$ cat src/hw/rtl/egcd_pkg.sv
`timescale 1ns / 1ps
// ----------------------------------------------------------------------------
// egcd_pkg
// shared types for the extended gcd controller and datapath
// ----------------------------------------------------------------------------
package egcd_pkg;

	localparam int unsigned IO_WIDTH  = 64;
	localparam int unsigned GCD_WIDTH = 63;

	typedef enum logic [2:0] {
		S_IDLE,
		S_CHECK,
		S_GROW,
		S_SUB,
		S_UPDATE,
		S_FINISH
	} state_t;

	typedef struct packed {
		logic load;
		logic div_start;
		logic grow;
		logic sub;
		logic update;
		logic finish;
	} cmd_t;

	typedef struct packed {
		logic mb_zero;
		logic can_grow;
		logic k_zero;
	} status_t;

endpackage

$ cat src/hw/rtl/egcd_datapath.sv
`timescale 1ns / 1ps
// ----------------------------------------------------------------------------
// egcd_datapath
// euclid remainders, bezout coefficients and shift-subtract quotient unit
// ----------------------------------------------------------------------------
module egcd_datapath #(
	parameter int unsigned W = 64
) (
	input  logic                              clk,
	input  logic [egcd_pkg::IO_WIDTH-1:0]     operand_a,
	input  logic [egcd_pkg::IO_WIDTH-1:0]     operand_b,
	input  egcd_pkg::cmd_t                    cmd,
	output egcd_pkg::status_t                 status,
	output logic [egcd_pkg::GCD_WIDTH-1:0]    gcd_value,
	output logic [egcd_pkg::IO_WIDTH-1:0]     coef_x,
	output logic [egcd_pkg::IO_WIDTH-1:0]     coef_y
);
	import egcd_pkg::*;

	localparam int unsigned KW = (W > 1) ? $clog2(W) : 1;

	logic [W-1:0]  ma_q, mb_q, xc_q, yc_q, xn_q, yn_q;
	logic [W-1:0]  rem_q, xt_q, yt_q;
	logic [KW-1:0] k_q;
	logic          neg_a_q, neg_b_q;
	logic [GCD_WIDTH-1:0] gcd_q;
	logic [IO_WIDTH-1:0]  x_q, y_q;

	logic [W-1:0]  a_w, b_w, d, xs, ys, xf, yf;
	logic [W:0]    d_next;
	logic [KW:0]   k_inc;
	logic [IO_WIDTH-1:0] ma_ext;

	always_comb begin
		a_w    = operand_a[W-1:0];
		b_w    = operand_b[W-1:0];
		d      = mb_q << k_q;
		xs     = xn_q << k_q;
		ys     = yn_q << k_q;
		k_inc  = {1'b0, k_q} + 1'b1;
		d_next = {1'b0, mb_q} << k_inc;
		status.mb_zero  = (mb_q == '0);
		status.can_grow = (k_inc < (KW+1)'(W)) && (d_next <= {1'b0, rem_q});
		status.k_zero   = (k_q == '0);
		xf     = neg_a_q ? (W'(0) - xc_q) : xc_q;
		yf     = neg_b_q ? (W'(0) - yc_q) : yc_q;
		ma_ext = IO_WIDTH'(ma_q);
	end

	always_ff @(posedge clk) begin
		if (cmd.load) begin
			neg_a_q <= a_w[W-1];
			neg_b_q <= b_w[W-1];
			ma_q    <= a_w[W-1] ? (W'(0) - a_w) : a_w;
			mb_q    <= b_w[W-1] ? (W'(0) - b_w) : b_w;
			xc_q    <= W'(1);
			yc_q    <= '0;
			xn_q    <= '0;
			yn_q    <= W'(1);
		end
		if (cmd.div_start) begin
			rem_q <= ma_q;
			xt_q  <= xc_q;
			yt_q  <= yc_q;
			k_q   <= '0;
		end
		if (cmd.grow) begin
			k_q <= k_inc[KW-1:0];
		end
		if (cmd.sub) begin
			if (rem_q >= d) begin
				rem_q <= rem_q - d;
				xt_q  <= xt_q - xs;
				yt_q  <= yt_q - ys;
			end
			if (k_q != '0) begin
				k_q <= k_q - 1'b1;
			end
		end
		if (cmd.update) begin
			ma_q <= mb_q;
			mb_q <= rem_q;
			xc_q <= xn_q;
			xn_q <= xt_q;
			yc_q <= yn_q;
			yn_q <= yt_q;
		end
		if (cmd.finish) begin
			gcd_q <= ma_ext[GCD_WIDTH-1:0];
			x_q   <= IO_WIDTH'($signed(xf));
			y_q   <= IO_WIDTH'($signed(yf));
		end
	end

	assign gcd_value = gcd_q;
	assign coef_x    = x_q;
	assign coef_y    = y_q;

endmodule

$ cat src/hw/rtl/egcd_ctrl.sv
`timescale 1ns / 1ps
// ----------------------------------------------------------------------------
// egcd_ctrl
// sequencer for euclid steps and output transaction handshake
// ----------------------------------------------------------------------------
module egcd_ctrl (
	input  logic              clk,
	input  logic              arst_n,
	input  logic              in_valid,
	output logic              in_ready,
	output logic              out_valid,
	input  logic              out_ready,
	input  egcd_pkg::status_t status,
	output egcd_pkg::cmd_t    cmd
);
	import egcd_pkg::*;

	state_t state_q, state_d;
	logic   out_valid_q;

	always_ff @(posedge clk or negedge arst_n) begin
		if (!arst_n) begin
			state_q     <= S_IDLE;
			out_valid_q <= 1'b0;
		end else begin
			state_q <= state_d;
			if (cmd.finish) begin
				out_valid_q <= 1'b1;
			end else if (out_ready) begin
				out_valid_q <= 1'b0;
			end
		end
	end

	always_comb begin
		state_d  = state_q;
		cmd      = '0;
		in_ready = 1'b0;
		unique case (state_q)
			S_IDLE: begin
				in_ready = 1'b1;
				if (in_valid) begin
					cmd.load = 1'b1;
					state_d  = S_CHECK;
				end
			end
			S_CHECK: begin
				if (status.mb_zero) begin
					state_d = S_FINISH;
				end else begin
					cmd.div_start = 1'b1;
					state_d       = S_GROW;
				end
			end
			S_GROW: begin
				if (status.can_grow) begin
					cmd.grow = 1'b1;
				end else begin
					state_d = S_SUB;
				end
			end
			S_SUB: begin
				cmd.sub = 1'b1;
				if (status.k_zero) begin
					state_d = S_UPDATE;
				end
			end
			S_UPDATE: begin
				cmd.update = 1'b1;
				state_d    = S_CHECK;
			end
			S_FINISH: begin
				if (!out_valid_q || out_ready) begin
					cmd.finish = 1'b1;
					state_d    = S_IDLE;
				end
			end
			default: state_d = S_IDLE;
		endcase
	end

	assign out_valid = out_valid_q;

endmodule

$ cat src/hw/rtl/extended_gcd_signed_top.sv
`timescale 1ns / 1ps
// ----------------------------------------------------------------------------
// extended_gcd_signed_top
// signed extended euclid: gcd of magnitudes and bezout coefficients
// ----------------------------------------------------------------------------
// One transaction at a time. Each Euclid step runs a zero check, then a
// shift-subtract quotient that first aligns the divisor by left shifts and
// then subtracts back down bit by bit, then an update of remainders and
// coefficients. Loading the operands, the final zero check and writing the
// result come on top. The quotient bit lengths summed over all steps are
// bounded by about DATA_WIDTH. A finished result waits in the output
// register while the next transaction is accepted.
module extended_gcd_signed_top #(
	parameter int unsigned DATA_WIDTH = 64
) (
	input  logic                           clk,
	input  logic                           arst_n,
	input  logic                           in_valid,
	output logic                           in_ready,
	input  logic [egcd_pkg::IO_WIDTH-1:0]  operand_a,
	input  logic [egcd_pkg::IO_WIDTH-1:0]  operand_b,
	output logic                           out_valid,
	input  logic                           out_ready,
	output logic [egcd_pkg::GCD_WIDTH-1:0] gcd_value,
	output logic [egcd_pkg::IO_WIDTH-1:0]  coef_x,
	output logic [egcd_pkg::IO_WIDTH-1:0]  coef_y
);
	import egcd_pkg::*;

	cmd_t    cmd;
	status_t status;

	egcd_ctrl u_ctrl (
		.clk       (clk),
		.arst_n    (arst_n),
		.in_valid  (in_valid),
		.in_ready  (in_ready),
		.out_valid (out_valid),
		.out_ready (out_ready),
		.status    (status),
		.cmd       (cmd)
	);

	egcd_datapath #(.W(DATA_WIDTH)) u_dp (
		.clk       (clk),
		.operand_a (operand_a),
		.operand_b (operand_b),
		.cmd       (cmd),
		.status    (status),
		.gcd_value (gcd_value),
		.coef_x    (coef_x),
		.coef_y    (coef_y)
	);

endmodule

$ cat config.mk
export PLATFORM = sky130hd
export DESIGN_NAME = extended_gcd_signed_top
export DESIGN_NICKNAME = d
export VERILOG_FILES = /design/src/hw/rtl/egcd_pkg.sv /design/src/hw/rtl/egcd_datapath.sv /design/src/hw/rtl/egcd_ctrl.sv /design/src/hw/rtl/extended_gcd_signed_top.sv
export SDC_FILE = /design/constraint.sdc
export NUM_CORES = 2
export LEC_CHECK = 0
export ABC_CLOCK_PERIOD_IN_PS = 12100
export BUFFER_PORTS_ARGS = -buffer_cell sky130_fd_sc_hd__buf_2
export CORE_ASPECT_RATIO = 0.75
export CORE_MARGIN = 2
export CORE_UTILIZATION = 45
export DETAILED_ROUTE_END_ITERATION = 16
export GPL_TIMING_DRIVEN = 0
export PLACE_DENSITY_LB_ADDON = 0.1
export SYNTH_ARGS = -nofsm -noshare
export SYNTH_HDL_FRONTEND = slang
export SYNTH_SLANG_ARGS = --single-unit
$ cat constraint.sdc
create_clock -name clk -period 12.1 [get_ports clk]
set_clock_uncertainty 0.2 [all_clocks]
set_input_delay 0 -clock clk [delete_from_list [all_inputs] [get_ports clk]]
set_output_delay 0 -clock clk [all_outputs]
set_load 0.005 [all_outputs]
==> impl.org <==
** Routing
- Detailed-routing iteration count for the pre-antenna-repair pass :: 10
- Initial DRC Count :: between 10000 and 15000
- Post-route DRC violation count :: 0
- Post-DR wirelength/cell :: around 36 µm
- Dividing the detail-routed via count by the number of cells gives a little under 7.
- After detailed routing, the total wire length is between 300 and 400 mm.
- Once detail routing completed, the nets flagged for antenna violations numbered 0.
- Routed via count :: 66200

** Placed design
- Standard cell area after detailed placement :: about 0.065 mm²
- HPWL after detailed placement :: 269 mm
- Count of input and output buffers :: 324
- OpenSTA, run right after detailed placement, puts the worst setup slack at -0.283 ns.
- Number of cells in the design after placement :: roughly 9000
- Final RePlAce weighted congestion :: about 1.1

** Clocking
- TritonCTS built the clock tree.
- The tree is rooted in a sky130_fd_sc_hd__clkbuf_16.
- Insertion delay of the later-clocked pin in the worst-skew pair :: between 0.7 and 0.8 ns
- Buffer depth of the longest clock path :: 3
- Clk sink count :: just under 800
- The H-tree was split into 3 levels.
- TritonCTS created 84 clock buffers.
- After clock tree synthesis, the setup repair step added 0 buffers.
- Clk slew on worst S/H paths :: approximately 0.060 ns

** Global route
- Aggregate global-route resource usage :: approximately 48%
- The first global-routing pass estimated between 400 and 500 mm of wire.
- Sum of overflow across all layers after global routing :: 0
- Number of antenna violations at the first check in global routing :: 43
- The number of global-route vias before repair came to between 50000 and 60000.
- Largest net degree at the start of global routing :: 69

** Hold path
- Hold Crit Class :: primary input to register
- Worst hold path depth :: 4
- Worst Hold Endpoint :: u_dp.mb_q[0]
- The startpoint identified for the worst hold timing path is operand_b[0].

** Yosys
- Post-Syn Nets :: approximately 7500
- Synth Area in Simple Gates :: 20.0%
- Synth async-reset ratio :: less than 1%
- Yosys warnings :: 0
- Portion of netlist area occupied by mux cells :: a little under an eighth
- Largest family of logic cells by synthesized area :: simple AND/OR/NAND/NOR gates
- Post-Synthesis Cell Area :: between 0.06 and 0.07 mm²
- The netlist uses 83 different library cells.
- Number of flip-flops and latches in the synthesized netlist :: 779
- Synthesis produced 7066 cells.
- Post-synthesis adder-cell area fraction :: under 10%
- In this run, synthesis inferred around 580 flip-flops with an integrated enable.
- The most used flip-flop cell after synthesis is sky130_fd_sc_hd__edfxtp_1.
- Compound-cell area share of the yosys netlist :: between 10% and 20%
- Post-synthesis area per instance :: roughly 8.7 µm²
- For this run, the register share of the synthesized area comes to 35.0%.
- Summing the areas of all xor and xnor instances in the mapped netlist gives under 10% of the synthesized area.

** Setup path
- Worst path slowest cell :: sky130_fd_sc_hd__clkdlybuf4s15_1
- Endpoint type of the worst setup path :: register
- The worst setup path is of the register to register kind.
- RR Startpoint :: u_dp.k_q[1]
- On the worst path, the slowest cell contributes a delay of approximately 0.81 ns.
- Data arrives at the worst endpoint at roughly 13 ns.
- Maximum fanout encountered on the critical timing path :: 11
- Reg2reg setup slack :: -0.31 ns
- Register-to-Register Path Depth :: 29
- STA classifies the critical path startpoint as a register.
- Critical R2R Capture :: u_dp.k_q[3]
- Worst Setup SP :: u_dp.k_q[1]
- Data on the critical path is required at its endpoint by about 13 ns.
- Most common cell type on the critical path :: sky130_fd_sc_hd__a21oi_1

** Floorplanning
- The die is between 300 and 400 µm tall.
- Initial Util :: a little under half
- The die covers between 0.1 and 0.15 mm².
- In this run the core area contains approximately 120 standard-cell rows.
- After floorplanning, the core was sized to cover about 0.14 mm².
- Width of the die :: about 430 µm
- Number of ports placed on the die boundary :: between 300 and 400

** STA
- RSZ-0062 raised after global routing :: no
- Setup violations remaining at the end of the flow were counted as 61.
- The worst pin sits at a relative slew slack of -13.6%.
- The number of max-slew violations in the final report was approximately 230.
- Summed over all failing endpoints, the final setup total negative slack is -6.83 ns.
- Dividing the final minimum period by the clock period gives 103%.
- The worst path in the final design needs a cycle of approximately 12 ns, including I/O delays and setup.
- In the post-route analysis, the smallest setup slack over all paths is -0.305 ns.
- Based on the critical path, the design can be clocked at up to about 80 MHz.
- For the pin with the worst max-slew slack, the measured transition is approximately 1.7 ns.
- The total count of hold-check failures in the final report came to 0.

** Cells and area
- Relative to the synthesized area, the layout overhead comes to 16.6%.
- Fraction of final layout cells with drive strength greater than 1 :: 10.5%
- Non-filler instance count after layout :: slightly below 10000
- Number of nets in the layout :: about 8200
- Summed area of non-filler cells in the final layout :: approximately 0.071 mm²

** Status
- Violated checks :: capacitance limit, slew limit, setup timing
- The flow ran to the end, but the final reports show violations.

** Flow run
- Max-cap violations in this run came to 26.
layout make-up:
type | count | area [µm²]
well taps | 1785 | 2230
fillers | 12400 | 64000
multi-input cells | 5650 | 37400
plain buffers | 501 | 1980
repair buffers | 622 | 4790
inverters | 135 | 507
clock inverters | 50 | 654
diodes | 21 | 52.6
flip-flops and latches | 779 | 21400
clock buffers | 107 | 2240
cell usage after synthesis, types with 10 or more instances:
cell type	number	area share, %
sky130_fd_sc_hd__dfxtp_1	198	6.5
sky130_fd_sc_hd__o21a_1	35	0.43
sky130_fd_sc_hd__and2_1	38	0.39
sky130_fd_sc_hd__nand4_1	66	0.68
sky130_fd_sc_hd__a21o_1	100	1.2
sky130_fd_sc_hd__clkbuf_1	418	2.6
sky130_fd_sc_hd__xor2_1	188	2.7
sky130_fd_sc_hd__ha_1	261	5.3
sky130_fd_sc_hd__nor2b_1	46	0.47
sky130_fd_sc_hd__nor4_1	36	0.37
sky130_fd_sc_hd__buf_2	10	0.082
sky130_fd_sc_hd__or4_1	37	0.45
sky130_fd_sc_hd__nor2_1	490	3.0
sky130_fd_sc_hd__nand2_1	1332	8.2
sky130_fd_sc_hd__or2_2	24	0.25
sky130_fd_sc_hd__o21bai_1	34	0.42
sky130_fd_sc_hd__and3_1	274	2.8
sky130_fd_sc_hd__mux2i_1	250	4.1
sky130_fd_sc_hd__a211oi_1	71	0.87
sky130_fd_sc_hd__a21oi_1	421	3.4
sky130_fd_sc_hd__nand3_1	75	0.61
sky130_fd_sc_hd__or3_1	69	0.71
sky130_fd_sc_hd__o211ai_1	30	0.37
sky130_fd_sc_hd__o22a_1	32	0.46
sky130_fd_sc_hd__buf_1	74	0.45
sky130_fd_sc_hd__xnor2_1	238	3.4
sky130_fd_sc_hd__edfxtp_1	577	28
sky130_fd_sc_hd__nor3_1	71	0.58
sky130_fd_sc_hd__o21ai_0	626	5.1
sky130_fd_sc_hd__mux2_2	34	0.63
sky130_fd_sc_hd__nand2b_1	90	0.92
sky130_fd_sc_hd__inv_1	131	0.80
sky130_fd_sc_hd__o22ai_1	24	0.25
sky130_fd_sc_hd__a31oi_1	186	1.9
sky130_fd_sc_hd__o31ai_1	98	1.2
sky130_fd_sc_hd__mux4_2	191	7.0
sky130_fd_sc_hd__o41ai_1	33	0.47
per-stage QoR:
| stage | hold slack (ns) | utilization, % |
|---|---|---|
| after CTS | 0.00833 | 52.6 |
| after detailed placement | -0.387 | 48.3 |
| final | 0.0441 | 52.7 |
| after global placement | -0.395 | 48.0 |
| after floorplan | -0.496 | - |
| after global routing | 0.0509 | 52.6 |
what timing repair did:
action | CTS | global route
gates cloned | 0 | 0
resized for setup | 6 | 28
endpoints found under the setup margin | 48 | 200
hold endpoints to repair | 139 | 0
hold buffers | 281 | 0
cells by family (layout without fill, tap and decap cells):
| family | after synthesis | count (layout) |
|---|---|---|
| flops | 779 | 779 |
| xor+xnor | 426 | 426 |
| buf+inv | 637 | 1415 |
| mux | 475 | 475 |
| fa+ha+maj | 264 | 264 |
| simple gates | 2688 | 2688 |
| compound gates | 1797 | 1797 |
| other cells | 0 | 21 |
worst max-delay path: cells and delay by family, from the launching register on:
kind / cells / cell delay (ns)
DFF: 1 / 0.34
adders and majority gates: 2 / 0.52
buffers and inverters: 11 / 6.19
and+or+nand+nor: 7 / 1.51
muxes: 1 / 0.53
AOI/OAI and AO/OA: 8 / 2.94
cells in the final DEF (no fill, tap or decap), types with 38 or more instances in the layout:
| cell | synthesis | routed |
|---|---|---|
| sky130_fd_sc_hd__a211oi_1 | 71 | 71 |
| sky130_fd_sc_hd__a21o_1 | 100 | 100 |
| sky130_fd_sc_hd__a21oi_1 | 421 | 418 |
| sky130_fd_sc_hd__a31oi_1 | 186 | 186 |
| sky130_fd_sc_hd__and2_1 | 38 | 38 |
| sky130_fd_sc_hd__and3_1 | 274 | 273 |
| sky130_fd_sc_hd__buf_1 | 74 | 55 |
| sky130_fd_sc_hd__buf_2 | 10 | 344 |
| sky130_fd_sc_hd__clkbuf_1 | 418 | 398 |
| sky130_fd_sc_hd__clkbuf_16 | 0 | 85 |
| sky130_fd_sc_hd__clkbuf_2 | 0 | 44 |
| sky130_fd_sc_hd__dfxtp_1 | 198 | 198 |
| sky130_fd_sc_hd__dlygate4sd3_1 | 0 | 281 |
| sky130_fd_sc_hd__edfxtp_1 | 577 | 577 |
| sky130_fd_sc_hd__ha_1 | 261 | 261 |
| sky130_fd_sc_hd__inv_1 | 131 | 131 |
| sky130_fd_sc_hd__mux2i_1 | 250 | 249 |
| sky130_fd_sc_hd__mux4_2 | 191 | 191 |
| sky130_fd_sc_hd__nand2_1 | 1332 | 1332 |
| sky130_fd_sc_hd__nand2b_1 | 90 | 90 |
| sky130_fd_sc_hd__nand3_1 | 75 | 75 |
| sky130_fd_sc_hd__nand4_1 | 66 | 66 |
| sky130_fd_sc_hd__nor2_1 | 490 | 489 |
| sky130_fd_sc_hd__nor2b_1 | 46 | 46 |
| sky130_fd_sc_hd__nor3_1 | 71 | 69 |
| sky130_fd_sc_hd__o21ai_0 | 626 | 622 |
| sky130_fd_sc_hd__o31ai_1 | 98 | 96 |
| sky130_fd_sc_hd__or3_1 | 69 | 69 |
| sky130_fd_sc_hd__xnor2_1 | 238 | 238 |
| sky130_fd_sc_hd__xor2_1 | 188 | 188 |
layer usage:
metal / part of all wire (%) / track usage, % / wire, µm
met1: 41 / 66.9 / 142000
met3: 18 / 25.9 / 61300
met4: 4.9 / 19.8 / 17100
met2: 36 / 60.7 / 126000
met5: 0.22 / 2.05 / 759
worst max-delay path by stage:
stage / to / slack [ns] / cells past startpoint
2_1_floorplan: u_ctrl.state_q[0] / 5.03 / 7
3_3_place_gp: u_dp.rem_q[58] / -3.80 / 27
3_5_place_dp: u_dp.yt_q[51] / -0.28 / 29
4_1_cts: u_dp.yt_q[4] / 0.01 / 29
5_1_grt: u_dp.yt_q[59] / 0.04 / 27
6_report: u_dp.k_q[3] / -0.31 / 29
Power is not shown: default switching activity piles up to over one toggle a cycle in this logic, so the estimate is an artifact.
